## src/hw/rtl/sle_pkg.sv

```systemverilog
// Package with shared types and constants for the sequential list engine.
package sle_pkg;

  localparam int KEY_W = 32;
  localparam int POS_W = 7;
  localparam int IDX_W = 7;
  localparam int CNT_W = 7;

  localparam logic [IDX_W-1:0] NOT_FOUND = 7'h7F;

  typedef enum logic [1:0] {
    FUNC_INSERT = 2'd0,
    FUNC_DELETE = 2'd1,
    FUNC_SEARCH = 2'd2,
    FUNC_CLEAR  = 2'd3
  } sle_func_t;

  typedef enum logic [1:0] {
    WALK_SCAN = 2'd0,
    WALK_DOWN = 2'd1,
    WALK_UP   = 2'd2
  } walk_t;

  typedef struct packed {
    logic  load;
    logic  start_scan;
    logic  start_up;
    logic  take_hit;
    logic  walk;
    walk_t mode;
    logic  put_key;
    logic  dec_count;
    logic  clear_count;
    logic  set_res;
    logic  res_ok;
    logic  res_found;
  } sle_cmd_t;

  typedef struct packed {
    logic      match;
    logic      walk_done;
    logic      can_insert;
    sle_func_t func;
  } sle_stat_t;

endpackage

```

## src/hw/rtl/sle_req_if.sv

```systemverilog
// Request channel interface of the sequential list engine.
interface sle_req_if;
  logic                                valid;
  logic                                ready;
  logic [1:0]                          func;
  logic signed [sle_pkg::KEY_W-1:0]    key;
  logic [sle_pkg::POS_W-1:0]           position;

  modport source (output valid, output func, output key, output position, input ready);
  modport sink (input valid, input func, input key, input position, output ready);
endinterface

```

## src/hw/rtl/sle_rsp_if.sv

```systemverilog
// Response channel interface of the sequential list engine.
interface sle_rsp_if;
  logic                              valid;
  logic                              ready;
  logic                              ok;
  logic signed [sle_pkg::IDX_W-1:0]  found_index;
  logic [sle_pkg::CNT_W-1:0]         count;

  modport source (output valid, output ok, output found_index, output count, input ready);
  modport sink (input valid, input ok, input found_index, input count, output ready);
endinterface

```

## src/hw/rtl/sle_datapath.sv

```systemverilog
// Datapath of the sequential list engine: entry memory, walk pointer, count and result.
module sle_datapath #(
  parameter int CAPACITY = 64
) (
  input  logic                               clk,
  input  logic                               rst,
  input  sle_pkg::sle_cmd_t                  cmd,
  output sle_pkg::sle_stat_t                 st,
  input  logic [1:0]                         req_func,
  input  logic signed [sle_pkg::KEY_W-1:0]   req_key,
  input  logic [sle_pkg::POS_W-1:0]          req_position,
  output logic                               ok,
  output logic signed [sle_pkg::IDX_W-1:0]   found_index,
  output logic [sle_pkg::CNT_W-1:0]          count
);

  localparam int AW = (CAPACITY > 1) ? $clog2(CAPACITY) : 1;
  localparam int CW = $clog2(CAPACITY + 1);
  localparam int PW = (CW > sle_pkg::POS_W) ? CW : sle_pkg::POS_W;

  logic [sle_pkg::KEY_W-1:0] mem [CAPACITY];

  logic [sle_pkg::KEY_W-1:0] key_q;
  logic [sle_pkg::POS_W-1:0] pos_q;
  sle_pkg::sle_func_t        func_q;
  logic [CW-1:0]             count_q;
  logic [CW-1:0]             ptr;
  logic [AW-1:0]             raddr_q;
  logic                      rvalid;
  logic [sle_pkg::KEY_W-1:0] rdata;
  logic                      res_ok;
  logic [sle_pkg::IDX_W-1:0] res_idx;

  logic [PW-1:0]             pos_w;
  logic [PW-1:0]             cnt_w;
  logic [PW-1:0]             ptr_w;
  logic [PW-1:0]             hit_w;
  logic                      issue;
  logic [AW-1:0]             rd_addr;
  logic                      wr_en;
  logic [AW-1:0]             wr_addr;
  logic [sle_pkg::KEY_W-1:0] wr_data;

  always_comb begin
    pos_w = PW'(pos_q);
    cnt_w = PW'(count_q);
    ptr_w = PW'(ptr);
    hit_w = PW'(raddr_q);
    case (cmd.mode)
      sle_pkg::WALK_UP: begin
        issue   = ptr_w > pos_w;
        rd_addr = AW'(ptr - 1'b1);
      end
      default: begin
        issue   = ptr < count_q;
        rd_addr = AW'(ptr);
      end
    endcase
    wr_en   = 1'b0;
    wr_addr = AW'(pos_w);
    wr_data = key_q;
    if (cmd.put_key) begin
      wr_en = 1'b1;
    end else if (cmd.walk && rvalid && (cmd.mode != sle_pkg::WALK_SCAN)) begin
      wr_en   = 1'b1;
      wr_data = rdata;
      if (cmd.mode == sle_pkg::WALK_DOWN) begin
        wr_addr = AW'(raddr_q - 1'b1);
      end else begin
        wr_addr = AW'(raddr_q + 1'b1);
      end
    end
  end

  always_comb begin
    st.match      = rvalid && (rdata == key_q);
    st.walk_done  = !rvalid && !issue;
    st.can_insert = (count_q < CW'(CAPACITY)) && (pos_w <= cnt_w);
    st.func       = func_q;
  end

  always_ff @(posedge clk) begin
    if (wr_en) begin
      mem[wr_addr] <= wr_data;
    end
  end

  always_ff @(posedge clk) begin
    if (cmd.walk && issue) begin
      rdata <= mem[rd_addr];
    end
  end

  always_ff @(posedge clk) begin
    if (rst) begin
      rvalid  <= 1'b0;
      count_q <= '0;
    end else begin
      if (cmd.take_hit || cmd.start_scan || cmd.start_up) begin
        rvalid <= 1'b0;
      end else if (cmd.walk) begin
        rvalid <= issue;
      end
      if (cmd.clear_count) begin
        count_q <= '0;
      end else if (cmd.put_key) begin
        count_q <= count_q + 1'b1;
      end else if (cmd.dec_count) begin
        count_q <= count_q - 1'b1;
      end
    end
  end

  always_ff @(posedge clk) begin
    if (cmd.load) begin
      key_q  <= req_key;
      pos_q  <= req_position;
      func_q <= sle_pkg::sle_func_t'(req_func);
    end
    if (cmd.take_hit) begin
      ptr <= CW'(raddr_q) + 1'b1;
    end else if (cmd.start_scan) begin
      ptr <= '0;
    end else if (cmd.start_up) begin
      ptr <= count_q;
    end else if (cmd.walk && issue) begin
      raddr_q <= rd_addr;
      if (cmd.mode == sle_pkg::WALK_UP) begin
        ptr <= ptr - 1'b1;
      end else begin
        ptr <= ptr + 1'b1;
      end
    end
    if (cmd.set_res) begin
      res_ok  <= cmd.res_ok;
      res_idx <= cmd.res_found ? hit_w[sle_pkg::IDX_W-1:0] : sle_pkg::NOT_FOUND;
    end
  end

  assign ok          = res_ok;
  assign found_index = res_idx;
  assign count       = cnt_w[sle_pkg::CNT_W-1:0];

endmodule

```

## src/hw/rtl/sle_controller.sv

```systemverilog
// Controller state machine of the sequential list engine.
module sle_controller (
  input  logic                clk,
  input  logic                rst,
  input  logic                req_valid,
  output logic                req_ready,
  output logic                rsp_valid,
  input  logic                rsp_ready,
  output sle_pkg::sle_cmd_t   cmd,
  input  sle_pkg::sle_stat_t  st
);

  typedef enum logic [5:0] {
    S_IDLE     = 6'b000001,
    S_DECODE   = 6'b000010,
    S_SCAN     = 6'b000100,
    S_SHIFT_DN = 6'b001000,
    S_SHIFT_UP = 6'b010000,
    S_RESULT   = 6'b100000
  } state_t;

  state_t state;
  state_t state_next;

  always_ff @(posedge clk) begin
    if (rst) begin
      state <= S_IDLE;
    end else begin
      state <= state_next;
    end
  end

  always_comb begin
    cmd        = '0;
    cmd.mode   = sle_pkg::WALK_SCAN;
    state_next = state;
    req_ready  = 1'b0;
    rsp_valid  = 1'b0;
    case (state)
      S_IDLE: begin
        req_ready = 1'b1;
        if (req_valid) begin
          cmd.load   = 1'b1;
          state_next = S_DECODE;
        end
      end
      S_DECODE: begin
        case (st.func)
          sle_pkg::FUNC_INSERT: begin
            if (st.can_insert) begin
              cmd.start_up = 1'b1;
              state_next   = S_SHIFT_UP;
            end else begin
              cmd.set_res = 1'b1;
              state_next  = S_RESULT;
            end
          end
          sle_pkg::FUNC_DELETE, sle_pkg::FUNC_SEARCH: begin
            cmd.start_scan = 1'b1;
            state_next     = S_SCAN;
          end
          default: begin
            cmd.clear_count = 1'b1;
            cmd.set_res     = 1'b1;
            cmd.res_ok      = 1'b1;
            state_next      = S_RESULT;
          end
        endcase
      end
      S_SCAN: begin
        cmd.walk = 1'b1;
        if (st.match) begin
          if (st.func == sle_pkg::FUNC_SEARCH) begin
            cmd.set_res   = 1'b1;
            cmd.res_ok    = 1'b1;
            cmd.res_found = 1'b1;
            state_next    = S_RESULT;
          end else begin
            cmd.take_hit = 1'b1;
            state_next   = S_SHIFT_DN;
          end
        end else if (st.walk_done) begin
          cmd.set_res = 1'b1;
          state_next  = S_RESULT;
        end
      end
      S_SHIFT_DN: begin
        cmd.walk = 1'b1;
        cmd.mode = sle_pkg::WALK_DOWN;
        if (st.walk_done) begin
          cmd.dec_count = 1'b1;
          cmd.set_res   = 1'b1;
          cmd.res_ok    = 1'b1;
          state_next    = S_RESULT;
        end
      end
      S_SHIFT_UP: begin
        cmd.walk = 1'b1;
        cmd.mode = sle_pkg::WALK_UP;
        if (st.walk_done) begin
          cmd.put_key = 1'b1;
          cmd.set_res = 1'b1;
          cmd.res_ok  = 1'b1;
          state_next  = S_RESULT;
        end
      end
      S_RESULT: begin
        rsp_valid = 1'b1;
        if (rsp_ready) begin
          state_next = S_IDLE;
        end
      end
      default: begin
        state_next = S_IDLE;
      end
    endcase
  end

endmodule

```

## src/hw/rtl/sequential_list_engine.sv

```systemverilog
// Top level of the sequential list engine: ordered list of signed keys with a count.
// One entry per cycle is moved or compared through the entry memory (one read and one
// write port). One item at a time: the next item is taken the cycle after the result is
// taken. Synchronous reset empties the list and clears control; the entry memory is not
// cleared.
module sequential_list_engine #(
  parameter int CAPACITY = 64
) (
  input  logic            clk,
  input  logic            rst,
  sle_req_if.sink         req,
  sle_rsp_if.source       rsp
);

  sle_pkg::sle_cmd_t  cmd;
  sle_pkg::sle_stat_t st;

  sle_controller u_ctl (
    .clk       (clk),
    .rst       (rst),
    .req_valid (req.valid),
    .req_ready (req.ready),
    .rsp_valid (rsp.valid),
    .rsp_ready (rsp.ready),
    .cmd       (cmd),
    .st        (st)
  );

  sle_datapath #(
    .CAPACITY (CAPACITY)
  ) u_dp (
    .clk          (clk),
    .rst          (rst),
    .cmd          (cmd),
    .st           (st),
    .req_func     (req.func),
    .req_key      (req.key),
    .req_position (req.position),
    .ok           (rsp.ok),
    .found_index  (rsp.found_index),
    .count        (rsp.count)
  );

`ifndef SYNTHESIS
  a_one_side: assert property (@(posedge clk) disable iff (rst)
    !(req.ready && rsp.valid))
    else $error("request and response sides active together");

  a_put_legal: assert property (@(posedge clk) disable iff (rst)
    cmd.put_key |-> st.can_insert)
    else $error("key stored by an insert that should be rejected");

  a_fail_idx: assert property (@(posedge clk) disable iff (rst)
    (rsp.valid && !rsp.ok) |-> (rsp.found_index == sle_pkg::NOT_FOUND))
    else $error("failed item reports an index");

  a_load_idle: assert property (@(posedge clk) disable iff (rst)
    cmd.load |=> !req.ready && !rsp.valid)
    else $error("item not held after load");
`endif

endmodule

```

## src/flat_wrapper.sv

```systemverilog
// flat-port wrapper written by rule: the top's interface ports become plain ports
module sequential_list_engine_flat 
#(
  parameter int CAPACITY = 64
)
  (clk, rst, req_valid, req_func, req_key, req_position, req_ready, rsp_valid, rsp_ok, rsp_found_index, rsp_count, rsp_ready);
  sle_req_if req_i ();
  sle_rsp_if rsp_i ();
  input  logic clk;
  input  logic rst;
  input wire logic [$bits(req_i.valid)-1:0] req_valid;
  input wire logic [$bits(req_i.func)-1:0] req_func;
  input wire logic [$bits(req_i.key)-1:0] req_key;
  input wire logic [$bits(req_i.position)-1:0] req_position;
  output wire logic [$bits(req_i.ready)-1:0] req_ready;
  output wire logic [$bits(rsp_i.valid)-1:0] rsp_valid;
  output wire logic [$bits(rsp_i.ok)-1:0] rsp_ok;
  output wire logic [$bits(rsp_i.found_index)-1:0] rsp_found_index;
  output wire logic [$bits(rsp_i.count)-1:0] rsp_count;
  input wire logic [$bits(rsp_i.ready)-1:0] rsp_ready;
  assign req_i.valid = req_valid;
  assign req_i.func = req_func;
  assign req_i.key = req_key;
  assign req_i.position = req_position;
  assign req_ready = req_i.ready;
  assign rsp_valid = rsp_i.valid;
  assign rsp_ok = rsp_i.ok;
  assign rsp_found_index = rsp_i.found_index;
  assign rsp_count = rsp_i.count;
  assign rsp_i.ready = rsp_ready;
  sequential_list_engine #(.CAPACITY(CAPACITY)) u_core (.clk(clk), .rst(rst), .req(req_i), .rsp(rsp_i));
endmodule
```

## config.mk

```make
export PLATFORM = sky130hd
export DESIGN_NAME = sequential_list_engine_flat
export DESIGN_NICKNAME = d
export VERILOG_FILES = /design/src/hw/rtl/sle_pkg.sv /design/src/hw/rtl/sle_req_if.sv /design/src/hw/rtl/sle_rsp_if.sv /design/src/hw/rtl/sle_datapath.sv /design/src/hw/rtl/sle_controller.sv /design/src/hw/rtl/sequential_list_engine.sv /design/src/flat_wrapper.sv
export SDC_FILE = /design/constraint.sdc
export NUM_CORES = 2
export LEC_CHECK = 0
export BUFFER_PORTS_ARGS = -buffer_cell sky130_fd_sc_hd__buf_2
export CELL_PAD_IN_SITES_DETAIL_PLACEMENT = 1
export CELL_PAD_IN_SITES_GLOBAL_PLACEMENT = 1
export CORE_MARGIN = 1
export CORE_UTILIZATION = 58
export CTS_CLUSTER_SIZE = 40
export DETAILED_ROUTE_END_ITERATION = 16
export PLACE_DENSITY_LB_ADDON = 0.1
export SLEW_MARGIN = 20
export SYNTH_ARGS = -nofsm -noshare
export SYNTH_HDL_FRONTEND = slang
export SYNTH_SLANG_ARGS = --single-unit
```

## constraint.sdc

```tcl
create_clock -name clk -period 13.64 [get_ports clk]
set_clock_uncertainty 0.15 [all_clocks]
set_input_delay 1.364 -clock clk [delete_from_list [all_inputs] [get_ports clk]]
set_output_delay 1.364 -clock clk [all_outputs]
set_load 0.02 [all_outputs]
```

==> metrics.md <==
| Metric | Value |
|---|---|
| Detailed placement HPWL | `133 mm` |
| Core Footprint | `144000 um^2` |
| Placement Setup Slack | `7610 ps` |
| Final Total Pwr | `13.3 mW` |
| Vias in the first global route | `48300` |
| Avg Inst Size Synth | `18.6 um^2` |
| Commonest cells after routing, fill and taps aside | `edfxtp_1 (2142), nand2_1 (422), mux4_2 (333)` |
| Largest net degree at the start of global routing | `135` |
| FF-to-FF path depth | `11` |
| Element type at the critical path end | `register` |
| Drt pass-1 iters | `13` |
| Cts hold-fix bufs | `0` |
| Final hold viol count | `0` |
| R2R setup slack | `7630 ps` |
| Finished Layout Cells | `6741` |
| Die area | `146000 um^2` |
| Kind of critical path | `reg2reg` |
| Layout Nets | `4754` |
| Total track usage | `0.343` |
| CTS tree | `done` |
| Pins Over Slew Limit | `0` |
| I/O Buffers | `61` |
| Crit Path Max Fanout | `77` |
| Syn Inst Count | `4512` |
| Chip width | `383 um` |
| IO Pins | `62` |
| Worst skew pair latency | `860 ps` |
| EDFF count, synth | `2142` |
| CTS max path bufs | `3` |
| Reg2Reg Capture Point | `u_core.u_dp.rdata[31]` |
| Synthesized area | `84100 um^2` |
| Endpoints failing setup | `0` |
| Average vias per placed instance | `6.91` |
| First-pass GRT wire length | `351 mm` |
| RSZ-0062 raised after global routing | `false` |
| Clock transition at the registers of the reported paths | `60 ps` |
| Mapped Nets | `4597` |
| Reg2reg start | `u_core.u_ctl.state[0]` |
| Violations in the final reports | `design-rule violations` |
| Fin Setup TNS | `0 ps` |
| WL/cell | `36.8 um` |
| Drt drc | `16` |
| Post_cts resized | `0` |
| H-tree Lvls | `4` |
| Commonest non-fill, non-tap cell in the layout | `edfxtp_1` |
| Power per cell area | `142 nW/um^2` |
| DRT Wirelength | `248 mm` |
| Hold path depth | `2` |
| Post-CTS Setup Bufs | `0` |
| 1st-iter DRT viols | `6302` |
| Antenna-violating nets left | `0` |
| Die Ht | `383 um` |
| Yosys reg bits | `2156` |
| Fin worst setup slack | `7630 ps` |
| Placed cells | `6357` |
| Period minus WS final | `6010 ps` |
| Synth Flop Type | `edfxtp_1` |
| Outcome | `finished, violations left` |
| Period utilization | `0.441` |
| VDD IR-drop max | `0.107 mV` |
| Remaining Overflow, GRT | `0` |
| CP startpoint | `u_core.u_ctl.state[0]` |
| Row Count | `139` |
| Vias | `46600` |
| Initial antenna violation count | `5` |
| Cts bufs inserted | `212` |
| Crit path arrival time | `6440 ps` |
| Register area share after synthesis | `0.768` |
| Startpoint type of the worst setup path | `register` |
| Leak pwr | `29.7 nW` |
| Fraction of registers with async set/reset | `0` |
| Share of layout cells above drive strength 1 | `0.208` |
| Area growth from synthesis to layout | `11.8%` |
| Slew Limit Headroom | `0.217` |
| Clock Sinks | `2156` |
| Initial Utilization | `0.585` |
| Max-Cap Viols | `0` |
| Worst min-delay path category | `reg2reg` |
| YS warnings | `0` |
| Crit path capture | `u_core.u_dp.rdata[31]` |
| Distinct cells, synth | `71` |
| Worst Path Required | `14070 ps` |
| GPL Wtd Cong | `0.861` |
| Root buf cell | `clkbuf_16` |
| Achievable clock frequency | `166 MHz` |
| Worst slew pin tran | `1170 ps` |
==> flip-flops by register name, indices dropped and copies added, names as in the netlist <==
signal,flops
u_core.u_dp.rvalid,1
u_core.u_dp.rdata,32
u_core.u_dp.raddr_q,6
u_core.u_dp.pos_q,7
u_core.u_dp.ptr,7
u_core.u_dp.key_q,32
u_core.u_dp.mem,2048
u_core.u_dp.ok,1
u_core.u_ctl.state,6
u_core.u_dp.found_index,7
u_core.u_dp.count,7
u_core.u_dp.func_q,2
==> how the worst min path moves through the flow <==
stage	from	endpoint	slack (ps)
after CTS	u_core.u_dp.count[2]	u_core.u_dp.count[2]	470
after global routing	req_key[7]	u_core.u_dp.key_q[7]	520
final	u_core.u_dp.count[2]	u_core.u_dp.count[2]	470
after detailed placement	u_core.u_dp.count[2]	u_core.u_dp.count[2]	470
after floorplan	u_core.u_dp.rvalid	u_core.u_dp.rvalid	350
after global placement	u_core.u_dp.count[2]	u_core.u_dp.count[2]	450
==> per-stage QoR <==
stage,util,hold slack (ps),instance area (um^2)
2_1_floorplan,-,349,84100
6_report,0.654,468,94000
4_1_cts,0.653,474,93900
3_5_place_dp,0.608,467,87400
5_1_grt,0.654,524,94000
3_3_place_gp,0.608,446,87400
==> synth_stat cells (all sizes together) (9+ instances only) <==
library cell     n  area, um^2
mux4           333        7500
a31oi           28         175
or2             56         350
o21ai           43         215
mux2            32         360
and4            22         193
edfxtp        2142       64300
inv             30         115
xnor2           47         419
nor3            18         101
nand3          193         966
o22ai           39         244
buf            122         593
a211oi          26         205
nor2b            9        56.3
o211ai         130         976
or4             14         109
a21oi           79         403
nand4           39         244
o2111ai         22         193
mux2i          118        1180
a32oi           34         298
nor4            15         109
xor2             9        78.8
ha              38         475
clkbuf         123         462
a21o             9        67.6
dfxtp           14         280
a22oi           92         691
nand2b          25         156
nor2           137         519
nand2          425        1610
==> where the power goes <==
part | switching (mW) | leakage, nW | internal [mW] | total (mW)
clock | 2.49 | 3.16 | 3.08 | 5.57
sequential | 0.0167 | 19.4 | 7.35 | 7.36
combinational | 0.290 | 7.17 | 0.0888 | 0.378
total | 2.80 | 29.7 | 10.5 | 13.3
==> cell type report <==
| class | count | area [um^2] |
|---|---|---|
| sequential | 2156 | 64600 |
| fill | 11800 | 49700 |
| multi-input combinational | 2079 | 19000 |
| clock buffer | 260 | 5570 |
| tap | 1903 | 2380 |
| timing repair buffer | 188 | 1340 |
| clock inverter | 120 | 931 |
| inverter | 32 | 140 |
| antenna | 3 | 7.51 |
==> per-layer routing <==
layer | GRT usage | vias to the layer above | wire (um)
met5 | 0 | - | 14
met4 | 0.171 | 2 | 13500
met2 | 0.541 | 2826 | 119000
li1 | - | 18600 | -
met1 | 0.466 | 24600 | 93100
met3 | 0.0584 | 553 | 23000
==> critical path, cell delays in order (launching register included) <==
cell and delay [ps]:
dfxtp_1 410, nor4_4 460, nand2_1 360, ha_4 760, buf_4 630, buf_12 620, buf_4 750, mux4_2 590
nor2_1 130, nor4_1 90, buf_4 160, or4_1 480
==> cells by family after synthesis <==
kind of cell / Yosys count / share of synthesized area
compound gates: 522 / 0.0433
xor+xnor: 56 / 0.00592
fa+ha+maj: 40 / 0.00613
buf+inv: 277 / 0.0141
flops: 2156 / 0.768
mux: 483 / 0.108
simple gates: 978 / 0.0547
No activity file was read; power rests on OpenSTA's default activity.
